--- config.mk ---
export PLATFORM = sky130hd
export DESIGN_NAME = three_wire_serial_master_flat
export DESIGN_NICKNAME = d
export VERILOG_FILES = /design/src/rtl/tws_pkg.sv /design/src/rtl/tws_if.sv /design/src/rtl/three_wire_serial_master.sv /design/src/rtl/tws_engine.sv /design/src/flat_wrapper.sv
export SDC_FILE = /design/constraint.sdc
export NUM_CORES = 1
export LEC_CHECK = 0
export BUFFER_PORTS_ARGS = -buffer_cell sky130_fd_sc_hd__buf_2
export CORE_AREA = 2 2 93 95
export CTS_CLUSTER_SIZE = 12
export DETAILED_ROUTE_END_ITERATION = 16
export DIE_AREA = 0 0 95 97
export PLACE_DENSITY_LB_ADDON = 0.1
export SLEW_MARGIN = 10
export SYNTH_ARGS = -nofsm -noshare
export SYNTH_HDL_FRONTEND = slang
export SYNTH_SLANG_ARGS = --single-unit
--- constraint.sdc ---
create_clock -name clk -period 10.2 [get_ports clk]
set_input_delay 2.04 -clock clk [delete_from_list [all_inputs] [get_ports clk]]
set_output_delay 2.04 -clock clk [all_outputs]
set_load 0.01 [all_outputs]
--- src/rtl/tws_pkg.sv ---
// ----------------------------------------------------------------------------
// tws_pkg: shared types and constants for the three-wire serial master
// Tick item and result layouts, operation and phase codes, size defaults.
// ----------------------------------------------------------------------------
package tws_pkg;

  // Defaults for the top-level parameters
  localparam int MAX_BURST_BYTES_DEF = 31;
  localparam int DIVIDER_WIDTH_DEF   = 10;

  // Fixed field widths
  localparam int HALF_W  = 10;
  localparam int COUNT_W = 5;

  // Operation codes carried on each tick
  localparam logic [1:0] OP_TICK   = 2'd0;
  localparam logic [1:0] OP_START  = 2'd1;
  localparam logic [1:0] OP_SUPPLY = 2'd2;

  // Link phases
  localparam logic [1:0] PH_IDLE  = 2'd0;
  localparam logic [1:0] PH_CMD   = 2'd1;
  localparam logic [1:0] PH_WRITE = 2'd2;
  localparam logic [1:0] PH_READ  = 2'd3;

  typedef struct packed {
    logic [1:0]         op;
    logic [7:0]         command;
    logic [7:0]         write_byte;
    logic [COUNT_W-1:0] byte_count;
    logic               sda_in;
  } tws_item_t;

  typedef struct packed {
    logic       rst_level;
    logic       sck_level;
    logic       sda_level;
    logic       sda_drive;
    logic       busy_res;
    logic       byte_request;
    logic [7:0] read_byte;
    logic       read_valid;
    logic       read_last;
    logic       done_res;
  } tws_result_t;

endpackage

--- src/rtl/tws_if.sv ---
// ----------------------------------------------------------------------------
// tws_if: valid/ready channels of the three-wire serial master
// One interface for tick transactions, one for result transactions.
// ----------------------------------------------------------------------------
interface tws_item_if import tws_pkg::*; ();
  logic      valid;
  logic      ready;
  tws_item_t data;

  modport source (output valid, output data, input ready);
  modport sink   (input valid, input data, output ready);
endinterface

interface tws_result_if import tws_pkg::*; ();
  logic        valid;
  logic        ready;
  tws_result_t data;

  modport source (output valid, output data, input ready);
  modport sink   (input valid, input data, output ready);
endinterface

--- src/rtl/three_wire_serial_master.sv ---
// ----------------------------------------------------------------------------
// three_wire_serial_master: master for a three-wire real-time-clock link
//
//   channel   dir   payload        handshake
//   tick      in    tws_item_t     valid/ready
//   result    out   tws_result_t   valid/ready
//   cfg       in    half period    cfg_write strobe
//
// One tick transaction is taken per cycle while the result side is not stalled;
// its result passes through the input register, then the result register.
// The single-tick update of the link state sets that rate.
// Reset is synchronous and returns the lines to idle with a half period of 1.
// A stalled result holds the result register and then the input register.
// ----------------------------------------------------------------------------
module three_wire_serial_master import tws_pkg::*; #(
  parameter int MAX_BURST_BYTES = MAX_BURST_BYTES_DEF,
  parameter int DIVIDER_WIDTH   = DIVIDER_WIDTH_DEF
) (
  input  logic              clk,
  input  logic              rst,
  tws_item_if.sink          tick,
  tws_result_if.source      result,
  input  logic              cfg_write,
  input  logic [HALF_W-1:0] cfg_data
);

  logic [HALF_W-1:0] half_period;
  logic              item_valid;
  tws_item_t         item;
  logic              out_valid;
  tws_result_t       out_data;
  tws_result_t       step_result;
  logic              advance;
  logic              take;

  // Pipeline moves when the result register is free or being drained
  assign advance    = !out_valid || result.ready;
  assign tick.ready = !item_valid || advance;
  assign take       = tick.valid && tick.ready;

  // Configuration register
  always_ff @(posedge clk) begin
    if (rst) begin
      half_period <= HALF_W'(1);
    end else if (cfg_write) begin
      half_period <= cfg_data;
    end
  end

  // Input register
  always_ff @(posedge clk) begin
    if (rst) begin
      item_valid <= 1'b0;
    end else if (take) begin
      item_valid <= 1'b1;
    end else if (advance) begin
      item_valid <= 1'b0;
    end
  end

  always_ff @(posedge clk) begin
    if (take) begin
      item <= tick.data;
    end
  end

  tws_engine #(
    .MAX_BURST_BYTES (MAX_BURST_BYTES),
    .DIVIDER_WIDTH   (DIVIDER_WIDTH)
  ) u_engine (
    .clk         (clk),
    .rst         (rst),
    .step        (item_valid && advance),
    .item        (item),
    .half_period (half_period),
    .result      (step_result)
  );

  // Result register
  always_ff @(posedge clk) begin
    if (rst) begin
      out_valid <= 1'b0;
    end else if (advance) begin
      out_valid <= item_valid;
    end
  end

  always_ff @(posedge clk) begin
    if (advance && item_valid) begin
      out_data <= step_result;
    end
  end

  assign result.valid = out_valid;
  assign result.data  = out_data;

`ifndef SYNTHESIS
  // Read bytes only arrive while the data line is released
  assert property (@(posedge clk) disable iff (rst)
    result.valid && result.data.read_valid |-> !result.data.sda_drive)
    else $error("read byte while data line driven");

  // End of transaction leaves every line idle
  assert property (@(posedge clk) disable iff (rst)
    result.valid && result.data.done_res |->
      !result.data.busy_res && !result.data.sck_level && !result.data.rst_level)
    else $error("done with lines still active");

  // A byte request stalls the clock low with data held at zero
  assert property (@(posedge clk) disable iff (rst)
    result.valid && result.data.byte_request |->
      !result.data.sck_level && !result.data.sda_level)
    else $error("clock or data active while waiting for a byte");

  // Last flag only accompanies a completed byte
  assert property (@(posedge clk) disable iff (rst)
    result.valid && result.data.read_last |-> result.data.read_valid)
    else $error("read_last without read_valid");
`endif

endmodule

--- src/rtl/tws_engine.sv ---
// ----------------------------------------------------------------------------
// tws_engine: serial link state and one-tick update
// Holds the transfer state and computes the line levels for one tick.
// ----------------------------------------------------------------------------
module tws_engine import tws_pkg::*; #(
  parameter int MAX_BURST_BYTES = MAX_BURST_BYTES_DEF,
  parameter int DIVIDER_WIDTH   = DIVIDER_WIDTH_DEF
) (
  input  logic               clk,
  input  logic               rst,
  input  logic               step,
  input  tws_item_t          item,
  input  logic [HALF_W-1:0]  half_period,
  output tws_result_t        result
);

  localparam int DW = DIVIDER_WIDTH;
  localparam int LW = (DW > HALF_W) ? DW : HALF_W;

  logic [1:0]         phase,         phase_next;
  logic [2:0]         bit_index,     bit_index_next;
  logic [COUNT_W-1:0] bytes_left,    bytes_left_next;
  logic [7:0]         shift_reg,     shift_reg_next;
  logic [DW-1:0]      divider_count, divider_count_next;
  logic               clock_high,    clock_high_next;
  logic [7:0]         pending_byte,  pending_byte_next;
  logic               pending_valid, pending_valid_next;
  logic               read_mode,     read_mode_next;
  logic               stalled,       stalled_next;

  logic [LW-1:0]      half_wide;
  logic [DW-1:0]      half_masked;
  logic [DW-1:0]      half_limit;
  logic [DW-1:0]      count_inc;
  logic [COUNT_W-1:0] count_sat;
  logic [7:0]         rbyte;
  logic               rvalid;
  logic               rlast;
  logic               done;
  logic               busy;
  logic               drive;

  // Half period limit, a zero setting counts as one tick
  assign half_wide   = LW'(half_period);
  assign half_masked = half_wide[DW-1:0];
  assign half_limit  = (half_masked == '0) ? DW'(1) : half_masked;

  // Saturate the requested burst length
  assign count_sat = (32'(item.byte_count) > 32'(MAX_BURST_BYTES)) ?
                     COUNT_W'(MAX_BURST_BYTES) : item.byte_count;

  // One tick of the link
  always_comb begin
    phase_next         = phase;
    bit_index_next     = bit_index;
    bytes_left_next    = bytes_left;
    shift_reg_next     = shift_reg;
    divider_count_next = divider_count;
    clock_high_next    = clock_high;
    pending_byte_next  = pending_byte;
    pending_valid_next = pending_valid;
    read_mode_next     = read_mode;
    stalled_next       = stalled;
    rbyte              = 8'd0;
    rvalid             = 1'b0;
    rlast              = 1'b0;
    done               = 1'b0;
    count_inc          = divider_count + DW'(1);

    if (phase == PH_IDLE) begin
      // Launch a transaction with the command byte on the line
      if (item.op == OP_START) begin
        phase_next         = PH_CMD;
        shift_reg_next     = item.command;
        read_mode_next     = item.command[0];
        bytes_left_next    = count_sat;
        bit_index_next     = 3'd0;
        divider_count_next = '0;
        clock_high_next    = 1'b0;
        stalled_next       = 1'b0;
        pending_byte_next  = item.write_byte;
        pending_valid_next = !item.command[0] && (count_sat != '0);
      end
    end else if (stalled) begin
      // Hold the clock low until the next write byte arrives
      if (item.op == OP_SUPPLY) begin
        shift_reg_next     = item.write_byte;
        stalled_next       = 1'b0;
        divider_count_next = '0;
      end
    end else begin
      if (item.op == OP_SUPPLY) begin
        pending_byte_next  = item.write_byte;
        pending_valid_next = 1'b1;
      end
      if (count_inc >= half_limit) begin
        divider_count_next = '0;
        if (!clock_high) begin
          if (phase != PH_CMD && bit_index == 3'd0 && bytes_left == '0) begin
            // Drop all lines at the end of the trailing low half
            phase_next         = PH_IDLE;
            bit_index_next     = 3'd0;
            bytes_left_next    = '0;
            shift_reg_next     = 8'd0;
            clock_high_next    = 1'b0;
            pending_byte_next  = 8'd0;
            pending_valid_next = 1'b0;
            read_mode_next     = 1'b0;
            stalled_next       = 1'b0;
            done               = 1'b1;
          end else begin
            // Rising clock, sample the pin on reads
            if (phase == PH_READ) begin
              shift_reg_next = {item.sda_in, shift_reg[7:1]};
            end
            clock_high_next = 1'b1;
          end
        end else begin
          // Falling clock, advance to the next bit
          clock_high_next = 1'b0;
          if (phase != PH_READ) begin
            shift_reg_next = {1'b0, shift_reg[7:1]};
          end
          bit_index_next = bit_index + 3'd1;
          if (bit_index_next == 3'd0) begin
            if (phase == PH_CMD) begin
              phase_next     = read_mode ? PH_READ : PH_WRITE;
              shift_reg_next = 8'd0;
              if (!read_mode && bytes_left != '0) begin
                if (pending_valid_next) begin
                  shift_reg_next     = pending_byte_next;
                  pending_valid_next = 1'b0;
                end else begin
                  stalled_next       = 1'b1;
                  divider_count_next = '0;
                end
              end
            end else if (phase == PH_READ) begin
              rbyte  = shift_reg;
              rvalid = 1'b1;
              if (bytes_left != '0) begin
                bytes_left_next = bytes_left - COUNT_W'(1);
              end
              rlast          = (bytes_left_next == '0);
              shift_reg_next = 8'd0;
            end else begin
              if (bytes_left != '0) begin
                bytes_left_next = bytes_left - COUNT_W'(1);
              end
              if (bytes_left_next != '0) begin
                if (pending_valid_next) begin
                  shift_reg_next     = pending_byte_next;
                  pending_valid_next = 1'b0;
                end else begin
                  stalled_next       = 1'b1;
                  divider_count_next = '0;
                end
              end
            end
          end
        end
      end else begin
        divider_count_next = count_inc;
      end
    end
  end

  // Line levels after the tick
  assign busy  = (phase_next != PH_IDLE);
  assign drive = (phase_next != PH_READ);

  always_comb begin
    result.rst_level    = busy;
    result.sck_level    = busy && clock_high_next;
    result.sda_level    = busy && drive && !stalled_next && shift_reg_next[0];
    result.sda_drive    = drive;
    result.busy_res     = busy;
    result.byte_request = busy && stalled_next;
    result.read_byte    = rvalid ? rbyte : 8'd0;
    result.read_valid   = rvalid;
    result.read_last    = rvalid && rlast;
    result.done_res     = done;
  end

  // Commit the state on each processed tick
  always_ff @(posedge clk) begin
    if (rst) begin
      phase         <= PH_IDLE;
      bit_index     <= 3'd0;
      bytes_left    <= '0;
      shift_reg     <= 8'd0;
      divider_count <= '0;
      clock_high    <= 1'b0;
      pending_byte  <= 8'd0;
      pending_valid <= 1'b0;
      read_mode     <= 1'b0;
      stalled       <= 1'b0;
    end else if (step) begin
      phase         <= phase_next;
      bit_index     <= bit_index_next;
      bytes_left    <= bytes_left_next;
      shift_reg     <= shift_reg_next;
      divider_count <= divider_count_next;
      clock_high    <= clock_high_next;
      pending_byte  <= pending_byte_next;
      pending_valid <= pending_valid_next;
      read_mode     <= read_mode_next;
      stalled       <= stalled_next;
    end
  end

endmodule
--- src/flat_wrapper.sv ---
// flat-port wrapper written by rule: the top's interface ports become plain ports
module three_wire_serial_master_flat import tws_pkg::*;
#(
  parameter int MAX_BURST_BYTES = MAX_BURST_BYTES_DEF,
  parameter int DIVIDER_WIDTH   = DIVIDER_WIDTH_DEF
)
  (clk, rst, cfg_write, cfg_data, tick_valid, tick_data, tick_ready, result_valid, result_data, result_ready);
  tws_item_if tick_i ();
  tws_result_if result_i ();
  input  logic clk;
  input  logic rst;
  input  logic cfg_write;
  input  logic [HALF_W-1:0] cfg_data;
  input wire logic [$bits(tick_i.valid)-1:0] tick_valid;
  input wire logic [$bits(tick_i.data)-1:0] tick_data;
  output wire logic [$bits(tick_i.ready)-1:0] tick_ready;
  output wire logic [$bits(result_i.valid)-1:0] result_valid;
  output wire logic [$bits(result_i.data)-1:0] result_data;
  input wire logic [$bits(result_i.ready)-1:0] result_ready;
  assign tick_i.valid = tick_valid;
  assign tick_i.data = tick_data;
  assign tick_ready = tick_i.ready;
  assign result_valid = result_i.valid;
  assign result_data = result_i.data;
  assign result_i.ready = result_ready;
  three_wire_serial_master #(.MAX_BURST_BYTES(MAX_BURST_BYTES), .DIVIDER_WIDTH(DIVIDER_WIDTH)) u_core (.clk(clk), .rst(rst), .tick(tick_i), .result(result_i), .cfg_write(cfg_write), .cfg_data(cfg_data));
endmodule
[Yosys cells after proc, flatten, opt, wreduce, memory -nomap -nowiden]
Index checks and enable logic that the tools add are counted.
Storage, ports and cells
  bits in registers: 92
  input port bits: 39
  output and inout port bits: 19
  word-level logic and storage cells: 216
Operators by class
  $add $sub $neg: 3
  magnitude comparators: 1
  equal/unequal tests: 13
  mux-type cells: 123
  bitwise logic cells: 5
  reduce and logical (&&, ||, !) cells: 43
Operators with widths (count)
  2-to-1 mux 8 bit: 23
  2-to-1 mux 5 bit: 24
  2-to-1 mux 10 bit: 6
  2-to-1 mux 1 bit: 56
  nonzero test 5 bit: 4
  2-to-1 mux 3 bit: 6
  2-to-1 mux 2 bit: 8
  logical AND 1 bit: 12
  adder 10 x 1 -> 10 bit (second input constant): 1
  >= comparator 10 bit: 1
  logical NOT 10 bit: 1
  logical NOT 5 bit: 2
  AND reduction 5 bit: 2
  != test 2 x 1 -> 1 bit (second input constant): 4
  nonzero test 2 bit: 4
  OR reduction 8 bit: 1
  AND reduction 7 bit: 1
  logical NOT 3 bit: 2
  != test 3 x 1 -> 1 bit (second input constant): 2
  AND reduction 3 bit: 2
  AND reduction 6 bit: 1
  nonzero test 3 bit: 2
  logical NOT 1 bit: 5
  inverter 1 bit: 5
  9 further kinds: 13

[Depth between registers and ports, before layout]
  depth in word-level cells: 21
  gate-level depth with buffers: 16
  depth with buffers taken out: 15

[Hierarchy]
A second synthesis with hierarchy kept.
Unflattened totals
  cell total of the unflattened synthesis: 498
  area total of the unflattened synthesis: 4914.7 um^2
By module, submodules not included
  tws_engine: instances 1, cells an instance 415, area each 3244.4 um^2, seq. area each 800.8 um^2
  three_wire_serial_master: instances 1, cells an instance 83, area each 1670.4 um^2, seq. area each 1471.4 um^2

[Least setup slack after synthesis]
No wires, ideal clock.
  path kind: in2out
  from: input port result_ready
  to: output port tick_ready
  arrival time: 2.313 ns
  data required time: 8.160 ns
  path slack: 5.847 ns
  stages on the path: 2
  buffers on the path: 0
  cell sequence: nor2b_1 -> nand2_1
On the way
  word-level cells in the longest chain between the ends: 2
RTL lines
  from (decl): RTL line flat_wrapper.sv:19  | input wire logic [$bits(result_i.ready)-1:0] result_ready;
  logical OR 1 bit: RTL line three_wire_serial_master.sv:37  | assign advance = !out_valid || result.ready;
  logical OR 1 bit: RTL line three_wire_serial_master.sv:38  | assign tick.ready = !item_valid || advance;
  to (decl): RTL line flat_wrapper.sv:16  | output wire logic [$bits(tick_i.ready)-1:0] tick_ready;
Every way passes these cells.

[Worst setup path after layout]
Same ends and word-level chain as after synthesis.

==> impl_metrics.tcl <==
set metrics [dict create \
    status "completed" \
    fin_area_um2 5583 \
    grt_pass1_wl_mm 20.25 \
    crit_buf_inv 2 \
    hold_path.class "register to register" \
    rrSetupSlack_ns 6.20 \
    start_util 0.6264 \
    setup_viol 0 \
    grt_max_degree 44 \
    syn_nets 599 \
    dr_wl_met2_mm 5.771 \
    io_buffers 57 \
    rows 33 \
    synth_area_um2 5095 \
    cellPowerDensity_nw_per_um2 135.0 \
    hold_violations 0 \
    area_delta_synth_final_pct 9.578 \
    yosysSeqAreaShare 0.4401 \
    start_kind "primary input" \
    gr-usage-all-layers 0.2786 \
    grt-ovfl-total 0 \
    ys_warn_count 0 \
    drive_above_1_share 0.1545 \
    clock-sinks 92 \
    cts_buffers 9 \
    path_cells "buf_2 > nor2b_1 > nand2_1 > buf_2" \
    ys.flop_type "dfxtp_1" \
    cts-root-buf "clkbuf_8" \
    avgRoutedWirePerCell_um 17.93 \
    die_h_um 97 \
    worst-setup-path-type "primary input to output port" \
    cts_hold_buf 0 \
    num_vias 4527 \
    cts_max_level 3 \
    wl_met3_mm 1.072 \
    synth_edf_count 40 \
    dieArea_um2 9215 \
    largest_register_ffs 24 \
    cts_tree "yes" \
    num_antenna_cells 0 \
    io_pins 58 \
    grt_pass1_vias 4212 \
    critPathLaunch "result_ready" \
    cts_buffer_depth 2 \
    vias_per_cell 6.523 \
    synth_top_area_share 0.2358 \
    place_area_um2 5406 \
    required_ns 8.16 \
    fin_nets 640 \
    maxSlewViolCount 0 \
    syn_avg_cell_area_um2 9.383 \
    cp_max_fo 3 \
    fp.dieW_um 95 \
    met1_length_mm 5.287 \
    crit_cells 4 \
    hpwl_mm 8.680 \
    cp-end-kind "output port" \
    yosys_register_bits 92 \
    rr_worst_depth 14 \
    regMostFlops "u_core.item" \
    cpMaxStageDelayCell "nor2b_1" \
    max_stage_delay_ns 0.19 \
    gp_congestion 0.9038 \
    min_period_ns 4.622 \
    reg2reg_to "u_core.result.data[14]" \
    critPathTopFamily "simple AND/OR/NAND/NOR gates" \
    synth_cells 543 \
    rsz0062_at_grt "no" \
    slew_headroom 0.3146 \
    clock.fmax_ghz 0.2163 \
    top_layer "met4" \
    synthTopCellsByArea "edfxtp_1 (24%), dfxtp_1 (20%), ha_1 (4.2%)" \
    drt-total-wl_mm 12.44 \
    cts.clk_slew.worst_paths_ns 0.09 \
    reg2reg_from "u_core.u_engine.divider_count[0]" \
    async_reset_ff_frac 0 \
    cpMostUsedCell "buf_2" \
    crit_end "tick_ready" \
    synth.distinct_cells 73 \
    fill_cells 635 \
    clock_skew_ns 0.01654 \
    leakagePower_nw 2.051 \
    drt_first_iter_violations 581 \
    cap_violations 0 \
    arrival_ns 2.58 \
    drcViolationCount 0 \
    worst_pin_slew_ns 1.028 \
    drtAntennaViolNets 0 \
    fin_crit_sh 0.4532 \
    peakVddDrop_uv 110.0 \
    antenna_found_initial 0 \
    finalSetupTns_ns 0 \
    core_region_area_um2 8134 \
    finalCoreUtilization 0.6864 \
    yosys.area.top_type "edfxtp_1" \
    clk-insertion-delay-late_ns 0.38 \
    hold_ws_ns 0.4771 \
    firstDrtPassIters 5 \
    cts_setup_buffers 0 \
    ctsResizeCount 0 \
]
## layout make-up
cell class | count | area [µm²] | area share
timing repair buffer | 62 | 322.8 | 0.05782
sequential | 92 | 2242 | 0.4016
clock buffer | 10 | 127.6 | 0.02286
clock inverter | 6 | 48.80 | 0.008740
inverter | 19 | 71.32 | 0.01277
tap | 105 | 131.4 | 0.02353
multi-input combinational | 400 | 2639 | 0.4727
## routing by layer
layer,vias up,global-route usage
li1,2135,-
met4,0,0.1171
met3,33,0.04751
met5,-,0
met2,249,0.4277
met1,2110,0.3869
## cells in the mapped netlist, drive strengths merged (12+ instances only)
| cell type | number |
|---|---|
| a21oi | 35 |
| nand2 | 46 |
| o21ai | 34 |
| edfxtp | 40 |
| clkbuf | 19 |
| and2 | 12 |
| nor2 | 39 |
| ha | 17 |
| nand3 | 22 |
| dfxtp | 52 |
| a221oi | 12 |
| nor3 | 14 |
| inv | 18 |
| mux2i | 12 |
| buf | 13 |
## cells by family (layout without fill, tap and decap cells)
logic type / Yosys count / after routing / share of synthesized area
multiplexers: 15 / 15 / 0.03021
AO/OA/AOI/OAI: 162 / 162 / 0.2223
adder cells (fa/ha/maj): 17 / 17 / 0.04175
flip-flops: 92 / 92 / 0.4401
buffers and inverters: 51 / 97 / 0.04199
AND/OR/NAND/NOR: 195 / 195 / 0.2048
XOR/XNOR: 11 / 11 / 0.01891
## where the power goes
group,internal (mW),switching (mW)
clock,0.0902,0.134
sequential,0.401,0.0130
combinational,0.0418,0.0734
## worst register-to-register path: stages (launching register included)
cell	delay [ns]
dfxtp_1	0.44
nand3_1	0.15
nor3_1	0.49
nand3_1	0.16
xnor2_1	0.27
ha_1	0.31
and2_1	0.18
a311oi_1	0.53
nor2_1	0.26
nand4_1	0.16
a21oi_1	0.14
a21o_1	0.23
ha_1	0.26
o211ai_1	0.08
a21oi_1	0.07
## how the worst min path moves through the flow
stage | startpoint | endpoint | slack, ns | depth (start not counted)
floorplan | u_core.half_period[0] | u_core.half_period[0] | 0.44 | 2
finish | u_core.u_engine.divider_count[9] | u_core.u_engine.divider_count[9] | 0.48 | 2
global placement | u_core.u_engine.divider_count[9] | u_core.u_engine.divider_count[9] | 0.46 | 2
global route | u_core.u_engine.divider_count[9] | u_core.u_engine.divider_count[9] | 0.50 | 2
detailed placement | u_core.u_engine.divider_count[9] | u_core.u_engine.divider_count[9] | 0.47 | 2
CTS | u_core.u_engine.divider_count[9] | u_core.u_engine.divider_count[9] | 0.48 | 2
## cells in the final DEF, fill, tap and decap left out, types with 6 or more instances in the layout
cell type	synthesis	layout
nand2_1	46	46
a21oi_1	35	35
nor2_1	38	38
a31oi_1	9	9
o31a_1	6	6
and2_1	12	12
and3_1	9	9
mux2i_1	12	12
buf_2	9	57
nor3b_1	8	8
a221oi_1	12	12
o21ai_1	15	15
nor3_1	14	14
edfxtp_1	40	40
ha_1	17	17
inv_1	18	18
nand4_1	8	8
nand2b_1	9	9
dfxtp_1	52	52
o211ai_1	8	8
clkbuf_8	0	9
o21ai_0	18	18
xor2_1	7	7
nand3_1	22	22
## stage by stage
stage | worst slack, ns | power (mW) | instances
floorplan | 5.847 | 0.4988 | 543
global placement | 5.633 | 0.5315 | 678
detailed placement | 5.597 | 0.5346 | 678
CTS | 5.594 | 0.7526 | 694
global route | 5.540 | 0.7842 | 694
finish | 5.578 | 0.7536 | 694
Note: power is estimated with default switching activity, not from simulation.
